## config.mk

```make
export PLATFORM = sky130hd
export DESIGN_NAME = balance_cascade_control
export DESIGN_NICKNAME = d
export VERILOG_FILES = /design/src/bcc_pkg.sv /design/src/balance_cascade_control.sv
export VERILOG_INCLUDE_DIRS = /design/src /design/src/src
export SDC_FILE = /design/constraint.sdc
export NUM_CORES = 2
export LEC_CHECK = 0
export BUFFER_PORTS_ARGS = -buffer_cell sky130_fd_sc_hd__buf_4
export CAP_MARGIN = 10
export CORE_MARGIN = 2
export CORE_UTILIZATION = 65
export CTS_BUF_LIST = sky130_fd_sc_hd__clkbuf_4 sky130_fd_sc_hd__clkbuf_8 sky130_fd_sc_hd__clkbuf_16
export CTS_CLUSTER_SIZE = 10
export DETAILED_ROUTE_END_ITERATION = 7
export PLACE_DENSITY = 0.8
export SYNTH_ARGS = -nofsm -noshare
export SYNTH_HDL_FRONTEND = slang
export SYNTH_SLANG_ARGS = --single-unit
```

## constraint.sdc

```tcl
create_clock -name i_clk -period 10.9 [get_ports i_clk]
set_input_delay 2.18 -clock i_clk [delete_from_list [all_inputs] [get_ports i_clk]]
set_output_delay 2.18 -clock i_clk [all_outputs]
set_load 0.005 [all_outputs]
```

## src/assert_macros.svh

```systemverilog
// assertion macros for the balance controller rtl
`ifndef ASSERT_MACROS_SVH
`define ASSERT_MACROS_SVH
`ifndef SYNTH
`define BCC_ASSERT(lbl, clk, rstn, prop) \
    lbl: assert property (@(posedge clk) disable iff (!rstn) prop) \
        else $error("balance controller assertion failed");
`define BCC_ASSERT_NORST(lbl, clk, prop) \
    lbl: assert property (@(posedge clk) prop) \
        else $error("balance controller assertion failed");
`else
`define BCC_ASSERT(lbl, clk, rstn, prop)
`define BCC_ASSERT_NORST(lbl, clk, prop)
`endif
`endif

```

## src/bcc_pkg.sv

```systemverilog
// types and constants of the balance cascade controller
`timescale 1ns / 1ps
package bcc_pkg;

    typedef enum logic [3:0] {
        S_IDLE,
        S_MIX,
        S_DIV,
        S_DIVFIX,
        S_FILT,
        S_PKP,
        S_PKI,
        S_PSUM,
        S_PSAT,
        S_UERR,
        S_UKP,
        S_UKD,
        S_USUM,
        S_DRV
    } t_state;

    localparam int unsigned DRIVE_LIMIT_DEF    = 7200;
    localparam int unsigned INTEGRAL_LIMIT_DEF = 10000;
    localparam int unsigned SECOND_OFFSET_DEF  = 120;

    localparam int CFG_IDX_W  = 3;
    localparam int CFG_DATA_W = 16;

    localparam logic [CFG_IDX_W-1:0] CFG_TARGET_SPEED = 3'd0;
    localparam logic [CFG_IDX_W-1:0] CFG_MID_ANGLE    = 3'd1;
    localparam logic [CFG_IDX_W-1:0] CFG_UPRIGHT_KP   = 3'd2;
    localparam logic [CFG_IDX_W-1:0] CFG_UPRIGHT_KD   = 3'd3;
    localparam logic [CFG_IDX_W-1:0] CFG_SPEED_KP     = 3'd4;
    localparam logic [CFG_IDX_W-1:0] CFG_SPEED_KI     = 3'd5;

    // floor(2^24 / 10), quotient estimate is exact or one low
    localparam logic [20:0] DIV10_RECIP = 21'd1677721;

    localparam int IN_W  = 72;
    localparam int OUT_W = 48;

endpackage

```

## src/balance_cascade_control.sv

```systemverilog
// balance cascade controller: speed pi loop feeding an upright pd loop
// usage:
//   s_axis carries one control tick (tilt angle, gyro rate, wheel speeds);
//   m_axis returns one item per tick: two pwm duties, direction, speed output.
//   cfg channel writes the six gain and setpoint registers, always ready;
//   write only while no tick is in flight.
// sequencing:
//   a tick is taken only when the sequencer is idle; one shared 26x22
//   multiplier and a short chain of add/compare steps then compute it, so
//   a new tick is not taken until the previous one leaves the sequencer.
// stalls:
//   a finished item waits in the output register; the next tick is accepted
//   and computed meanwhile, and holds in its last step until the output
//   register frees.
// reset:
//   synchronous active low i_rst_n clears the state, configuration, filter
//   and integral registers, and drops the output valid.
`timescale 1ns / 1ps
`include "assert_macros.svh"
module balance_cascade_control
    import bcc_pkg::*;
#(
    parameter int unsigned DRIVE_LIMIT    = DRIVE_LIMIT_DEF,
    parameter int unsigned INTEGRAL_LIMIT = INTEGRAL_LIMIT_DEF,
    parameter int unsigned SECOND_OFFSET  = SECOND_OFFSET_DEF
) (
    input  logic                  i_clk,
    input  logic                  i_rst_n,
    input  logic                  i_s_axis_tvalid,
    output logic                  o_s_axis_tready,
    // tilt_angle[16:0] tilt_rate[32:17] left_speed[48:33] right_speed[64:49]
    input  logic [IN_W-1:0]       i_s_axis_tdata,
    output logic                  o_m_axis_tvalid,
    input  logic                  i_m_axis_tready,
    // duty_first[12:0] duty_second[25:13] reverse_dir[26] speed_loop_out[42:27]
    output logic [OUT_W-1:0]      o_m_axis_tdata,
    input  logic                  i_cfg_valid,
    output logic                  o_cfg_ready,
    input  logic [CFG_IDX_W-1:0]  i_cfg_index,
    input  logic [CFG_DATA_W-1:0] i_cfg_data
);

    localparam logic signed [18:0] ILIM     = 19'(INTEGRAL_LIMIT);
    localparam logic signed [18:0] ILIM_NEG = -ILIM;
    localparam logic signed [40:0] DLIM     = 41'(DRIVE_LIMIT);
    localparam logic signed [40:0] SAT_HI   = 41'sd32767;
    localparam logic signed [40:0] SAT_LO   = -41'sd32767;

    t_state r_state, n_state;

    logic signed [15:0] r_target_speed;
    logic signed [7:0]  r_mid_angle;
    logic signed [12:0] r_upright_kp;
    logic signed [15:0] r_upright_kd;
    logic signed [15:0] r_speed_kp;
    logic signed [15:0] r_speed_ki;

    logic signed [17:0] r_filt;
    logic signed [14:0] r_integ;

    logic signed [16:0] r_angle;
    logic signed [15:0] r_rate;
    logic signed [17:0] r_err;
    logic               r_mix_neg;
    logic [20:0]        r_mix_abs;
    logic [17:0]        r_quo;
    logic signed [47:0] r_prod;
    logic signed [40:0] r_acc;
    logic signed [15:0] r_spout;
    logic signed [25:0] r_aerr;

    logic               r_out_valid;
    logic [12:0]        r_duty1;
    logic [12:0]        r_duty2;
    logic               r_dir;
    logic [15:0]        r_out_spout;

    logic signed [16:0] in_angle;
    logic signed [15:0] in_rate;
    logic signed [15:0] in_left;
    logic signed [15:0] in_right;
    logic               in_acc;
    logic               out_free;

    logic signed [17:0] err_sum;
    logic signed [21:0] e22, f22, mix, mix_neg, mix_abs;
    logic [17:0]        quo_est;
    logic [21:0]        quo10, rem;
    logic signed [18:0] fq, fv;
    logic signed [18:0] integ_sum, r_integ_ext;
    logic signed [25:0] mul_a;
    logic signed [21:0] mul_b;
    logic signed [40:0] acc_adj, acc_q, mag_w, mag_c;
    logic signed [15:0] spout_c;
    logic signed [16:0] sp17;
    logic signed [25:0] aerr;
    logic [16:0]        duty2_sum;

    assign in_angle = $signed(i_s_axis_tdata[16:0]);
    assign in_rate  = $signed(i_s_axis_tdata[32:17]);
    assign in_left  = $signed(i_s_axis_tdata[48:33]);
    assign in_right = $signed(i_s_axis_tdata[64:49]);

    assign o_s_axis_tready = (r_state == S_IDLE);
    assign in_acc          = i_s_axis_tvalid && o_s_axis_tready;
    assign out_free        = !r_out_valid || i_m_axis_tready;
    assign o_cfg_ready     = 1'b1;

    assign o_m_axis_tvalid = r_out_valid;
    assign o_m_axis_tdata  = {5'b0, r_out_spout, r_dir, r_duty2, r_duty1};

    // speed error and low-pass mix
    assign err_sum = 18'(in_left) + 18'(in_right) - 18'(r_target_speed);
    assign e22     = 22'(r_err);
    assign f22     = 22'(r_filt);
    assign mix     = (e22 <<< 1) + e22 + (f22 <<< 3) - f22;
    assign mix_neg = -mix;
    assign mix_abs = mix[21] ? mix_neg : mix;

    // divide by ten: reciprocal estimate and one correction
    assign quo_est = r_prod[41:24];
    assign quo10   = {1'b0, quo_est, 3'b0} + {3'b0, quo_est, 1'b0};
    assign rem     = {1'b0, r_mix_abs} - quo10;
    assign fq      = $signed({1'b0, r_quo});
    assign fv      = r_mix_neg ? -fq : fq;

    assign r_integ_ext = 19'(r_integ);
    assign integ_sum   = r_integ_ext + 19'(r_filt);

    // q33.8 to integer, toward zero
    assign acc_adj = r_acc + (r_acc[40] ? 41'sd255 : 41'sd0);
    assign acc_q   = acc_adj >>> 8;
    assign spout_c = (acc_q > SAT_HI) ? 16'sd32767 :
                     (acc_q < SAT_LO) ? -16'sd32767 : acc_q[15:0];

    assign sp17 = 17'(r_spout) + 17'(r_mid_angle);
    assign aerr = 26'(r_angle) - 26'($signed({sp17, 8'b0}));

    assign mag_w     = acc_q[40] ? -acc_q : acc_q;
    assign mag_c     = (mag_w > DLIM) ? DLIM : mag_w;
    assign duty2_sum = mag_c[16:0] + 17'(SECOND_OFFSET);

    // shared multiplier operand select
    always_comb begin
        mul_a = '0;
        mul_b = '0;
        unique case (r_state)
            S_DIV: begin
                mul_a = $signed({5'b0, r_mix_abs});
                mul_b = $signed({1'b0, DIV10_RECIP});
            end
            S_PKP: begin
                mul_a = 26'(r_filt);
                mul_b = 22'(r_speed_kp);
            end
            S_PKI: begin
                mul_a = 26'(r_integ);
                mul_b = 22'(r_speed_ki);
            end
            S_UKP: begin
                mul_a = r_aerr;
                mul_b = 22'(r_upright_kp);
            end
            S_UKD: begin
                mul_a = 26'(r_rate);
                mul_b = 22'(r_upright_kd);
            end
            default: begin
                mul_a = '0;
                mul_b = '0;
            end
        endcase
    end

    always_comb begin
        n_state = r_state;
        unique case (r_state)
            S_IDLE:   if (in_acc) n_state = S_MIX;
            S_MIX:    n_state = S_DIV;
            S_DIV:    n_state = S_DIVFIX;
            S_DIVFIX: n_state = S_FILT;
            S_FILT:   n_state = S_PKP;
            S_PKP:    n_state = S_PKI;
            S_PKI:    n_state = S_PSUM;
            S_PSUM:   n_state = S_PSAT;
            S_PSAT:   n_state = S_UERR;
            S_UERR:   n_state = S_UKP;
            S_UKP:    n_state = S_UKD;
            S_UKD:    n_state = S_USUM;
            S_USUM:   n_state = S_DRV;
            S_DRV:    if (out_free) n_state = S_IDLE;
            default:  n_state = S_IDLE;
        endcase
    end

    always_ff @(posedge i_clk) begin
        if (!i_rst_n) begin
            r_state <= S_IDLE;
        end else begin
            r_state <= n_state;
        end
    end

    // configuration registers
    always_ff @(posedge i_clk) begin
        if (!i_rst_n) begin
            r_target_speed <= '0;
            r_mid_angle    <= '0;
            r_upright_kp   <= '0;
            r_upright_kd   <= '0;
            r_speed_kp     <= '0;
            r_speed_ki     <= '0;
        end else if (i_cfg_valid && o_cfg_ready) begin
            unique case (i_cfg_index)
                CFG_TARGET_SPEED: r_target_speed <= i_cfg_data;
                CFG_MID_ANGLE:    r_mid_angle    <= i_cfg_data[7:0];
                CFG_UPRIGHT_KP:   r_upright_kp   <= i_cfg_data[12:0];
                CFG_UPRIGHT_KD:   r_upright_kd   <= i_cfg_data;
                CFG_SPEED_KP:     r_speed_kp     <= i_cfg_data;
                CFG_SPEED_KI:     r_speed_ki     <= i_cfg_data;
                default: ;
            endcase
        end
    end

    // loop state and output valid
    always_ff @(posedge i_clk) begin
        if (!i_rst_n) begin
            r_filt      <= '0;
            r_integ     <= '0;
            r_out_valid <= 1'b0;
        end else begin
            if (r_state == S_FILT) begin
                r_filt <= fv[17:0];
            end
            if (r_state == S_PKP) begin
                if (integ_sum > ILIM) begin
                    r_integ <= ILIM[14:0];
                end else if (integ_sum < ILIM_NEG) begin
                    r_integ <= ILIM_NEG[14:0];
                end else begin
                    r_integ <= integ_sum[14:0];
                end
            end
            if (r_state == S_DRV && out_free) begin
                r_out_valid <= 1'b1;
            end else if (i_m_axis_tready) begin
                r_out_valid <= 1'b0;
            end
        end
    end

    // datapath
    always_ff @(posedge i_clk) begin
        r_prod <= mul_a * mul_b;
        if (in_acc) begin
            r_angle <= in_angle;
            r_rate  <= in_rate;
            r_err   <= err_sum;
        end
        unique case (r_state)
            S_MIX: begin
                r_mix_neg <= mix[21];
                r_mix_abs <= mix_abs[20:0];
            end
            S_DIVFIX: r_quo <= (rem >= 22'd10) ? quo_est + 18'd1 : quo_est;
            S_PKI:    r_acc <= r_prod[40:0];
            S_PSUM:   r_acc <= r_acc + $signed(r_prod[40:0]);
            S_PSAT:   r_spout <= spout_c;
            S_UERR:   r_aerr <= aerr;
            S_UKD:    r_acc <= r_prod[40:0];
            S_USUM:   r_acc <= r_acc + $signed(r_prod[40:0]);
            S_DRV: begin
                if (out_free) begin
                    r_duty1     <= mag_c[12:0];
                    r_duty2     <= duty2_sum[12:0];
                    r_dir       <= acc_q[40];
                    r_out_spout <= r_spout;
                end
            end
            default: ;
        endcase
    end

    `BCC_ASSERT(a_busy_after_accept, i_clk, i_rst_n, in_acc |=> !o_s_axis_tready)
    `BCC_ASSERT(a_integ_range, i_clk, i_rst_n, (r_integ_ext <= ILIM) && (r_integ_ext >= ILIM_NEG))
    `BCC_ASSERT(a_duty_offset, i_clk, i_rst_n, o_m_axis_tvalid |-> (r_duty2 == 13'(r_duty1 + 13'(SECOND_OFFSET))))
    `BCC_ASSERT(a_drv_loads, i_clk, i_rst_n, (r_state == S_DRV && out_free) |=> (o_m_axis_tvalid && o_s_axis_tready))

endmodule
```

==> run metrics <==
die area 70,300 µm²; Crit. End Element register; unrepaired setup endpoints after global routing false; f_max 95.8 MHz; ys flop type edfxtp_1; Setup TNS 0 ns; Max Slew Vio Count 0; Finish-stage setup viols 0; Worst Hold Class reg -> reg; Clock Skew 0.0280 ns; Post-synth EDFFs 214; Synth Instances 4,996; Leak 21.9 nW; power density cells 163 nW/µm²; largest net degree at the start of global routing 83; placer's final routability congestion estimate 1.04; Post-Synthesis Cell Area 44,300 µm²; CP required 11.33 ns; vias in the first global route 36,800; 1st-pass router iterations 6; Initial Utilization 0.658; DRC Markers 0; Seq/Total Area, Yosys 0.219; CP most frequent cell fa_1; clk root buf clkbuf_16; first-pass GRT wire length 201 mm; # fillers 5,163; # H-tree levels 2; buffer and inverter count on the worst path 4; PortBufs 133; max cap viols 0; area grow syn2layout 7.89%; drt wl/cell 21.4 µm; Total GRT Usage 0.371; CTS tree yes; Slew headroom 0.113; fin crit share 0.958; Startpoint Class register; Crit Path Max Fanout 17; Final Power 7.80 mW; Tightest Pin Transition 1.33 ns; hold_ws 0.435 ns; peak supply drop 190 µV; fin cells 5,986; initial antenna violation count 10; final hold violation count 0; Layout Nets 6,054; warnings from Yosys 0; Avg Cell Area, Syn 8.87 µm²; HPWL reported at the end of detailed placement 101 mm; antenna viol nets, final 0; Worst path slowest cell a221oi_1; core area 67,400 µm²; num rows 95; CTS Hold Bufs 0; Synth async-reset ratio 0; crit path kind reg -> reg; min cycle time layout 10.44 ns; GR Overflow Total 0; CTS Buffer Depth 3; clk_lat worst skew 0.61 ns; Chip Width 265 µm; clock-pin slew on the worst setup and hold paths 0.06 ns; Placed Cells 5,891; Clock Sinks 379; drt first-iter violations 3,442; max incr delay on CP 1.10 ns; end-of-flow core utilization 0.710; DR vias/cell 6.10; vias 36,500; Vert. Die Dim 265 µm; routed wire length 128 mm; Critical Path AT 10.87 ns; Distinct cells, synth 104; status finished, final reports clean; FF+latch count, synth 379; number of buffers created by CTS 47; layout cells sized above 1 0.0719; crit-path leading delay family adder cells; IO Pins 147
## logic make-up after synthesis
logic type | Yosys count | share of synthesized area
simple gates | 1539 | 0.156
buf+inv | 1033 | 0.0899
fa+ha+maj | 891 | 0.349
compound gates | 878 | 0.131
flops | 379 | 0.219
xor+xnor | 265 | 0.0524
mux | 9 | 0.00212
other cells | 2 | 0.000169
## where the power goes
| part | internal (mW) | switching (mW) |
|---|---|---|
| Combinational | 1.59 | 2.54 |
| Sequential | 1.84 | 0.276 |
| Clock | 0.910 | 0.647 |
## per-stage QoR
stage                     setup slack (ns)  instance area [µm²]
after global routing                0.0907                47800
final                                0.457                47800
after detailed placement             0.976                46300
after global placement                1.11                46300
after CTS                            0.929                47800
after floorplan                       2.28                44300
## path summary, 6_finish.rpt
| path | start | end | cells past startpoint | slack, ns |
|---|---|---|---|---|
| worst max-delay path | r_state[2] | r_prod[34] | 29 | 0.46 |
| worst min-delay path | r_angle[4] | r_aerr[4] | 0 | 0.43 |
| worst max register to register | r_state[2] | r_prod[34] | 29 | 0.46 |
| worst min register to register | r_angle[4] | r_aerr[4] | 0 | 0.43 |
## registers in the layout, summed over array words and instances (netlist names), 10 cells and up
| name | count |
|---|---|
| r_spout | 16 |
| r_quo | 18 |
| r_speed_kp | 16 |
| r_prod | 42 |
| r_aerr | 26 |
| r_out_spout | 16 |
| r_target_speed | 16 |
| r_acc | 41 |
| r_duty2 | 10 |
| r_upright_kd | 16 |
| r_err | 18 |
| r_duty1 | 13 |
| r_integ | 15 |
| r_angle | 17 |
| r_upright_kp | 13 |
| r_speed_ki | 16 |
| r_mix_abs | 21 |
| r_rate | 16 |
| r_filt | 18 |
## Yosys cell counts (all sizes together), types with 8 or more instances
library cell  instances  area (µm²)
inv                 841        3160
nand2               684        2570
fa                  575       11500
nor2                412        1550
ha                  316        3950
a21oi               260        1300
edfxtp              214        6430
xnor2               181        1590
dfxtp               165        3300
o21ai               155         780
clkbuf              141         529
xor2                 84         736
nor3                 81         427
a21o                 68         510
nand3                68         350
nand4                57         372
buf                  50         294
a211oi               43         328
a22oi                43         323
and3                 39         244
o31ai                36         275
o21a                 33         248
o21bai               30         225
nand2b               29         181
and4                 28         250
o211ai               26         200
and2                 25         156
nor2b                22         138
or3                  22         143
a21boi               21         158
a31oi                18         113
nor4                 18         119
a221oi               15         131
or2                  13        81.3
nor3b                12         105
o22ai                11        82.6
a2111oi              10        93.8
a221o                10         100
or4                  10        78.8
a211o                 9        78.8
a31o                  9        78.8
mux2i                 9        93.8
o2111ai               8        70.1
o311ai                8        70.1
## cell type report
type	count	area, µm²	share of cell area
diodes	9	22.5	0.000471
clock buffers	77	1440	0.0302
clock inverters	9	90.1	0.00188
inverters	842	3160	0.0661
multi-input cells	3588	30700	0.642
flip-flops and latches	379	9730	0.203
well taps	873	1090	0.0228
repair buffers	209	1580	0.0331
## worst register-to-register path, delay by kind of cell, from the launching register on
kind	cells	cell delay [ns]
fa+ha+maj	8	4.01
compound gates	10	3.79
simple gates	6	1.09
flops	1	0.72
xor+xnor	1	0.45
buf+inv	4	0.22
## per-layer routing
metal / vias to the layer above / track usage / share of wire
met4: 8 / 0.213 / 0.067
met1: 17700 / 0.468 / 0.38
met2: 1713 / 0.575 / 0.44
li1: 16600 / - / -
met3: 469 / 0.105 / 0.11
met5: - / 0.00554 / 0.00073
## placed cells by master, fill, tap and decap left out, types with 17 or more instances in the layout
cell       count
a211oi_1      42
a21boi_0      19
a21o_1        68
a21oi_1      260
a22oi_1       43
a31oi_1       18
and2_1        24
and3_1        39
and4_1        26
buf_4        208
clkbuf_16     48
clkbuf_4      25
dfxtp_1      165
edfxtp_1     214
fa_1         575
ha_1         316
inv_1        839
nand2_1      683
nand2b_1      29
nand3_1       66
nand4_1       56
nor2_1       406
nor2b_1       22
nor3_1        71
nor4_1        17
o211ai_1      25
o21a_1        33
o21ai_0      146
o21bai_1      30
o31ai_1       35
or3_1         21
xnor2_1      181
xor2_1        84
## what timing repair did
action / 4_1_cts / 5_1_grt
buffers inserted: 0 / 0
endpoints found under the setup margin: 0 / 2
gates resized for setup: 0 / 1
No activity file was read; power rests on OpenSTA's default activity.
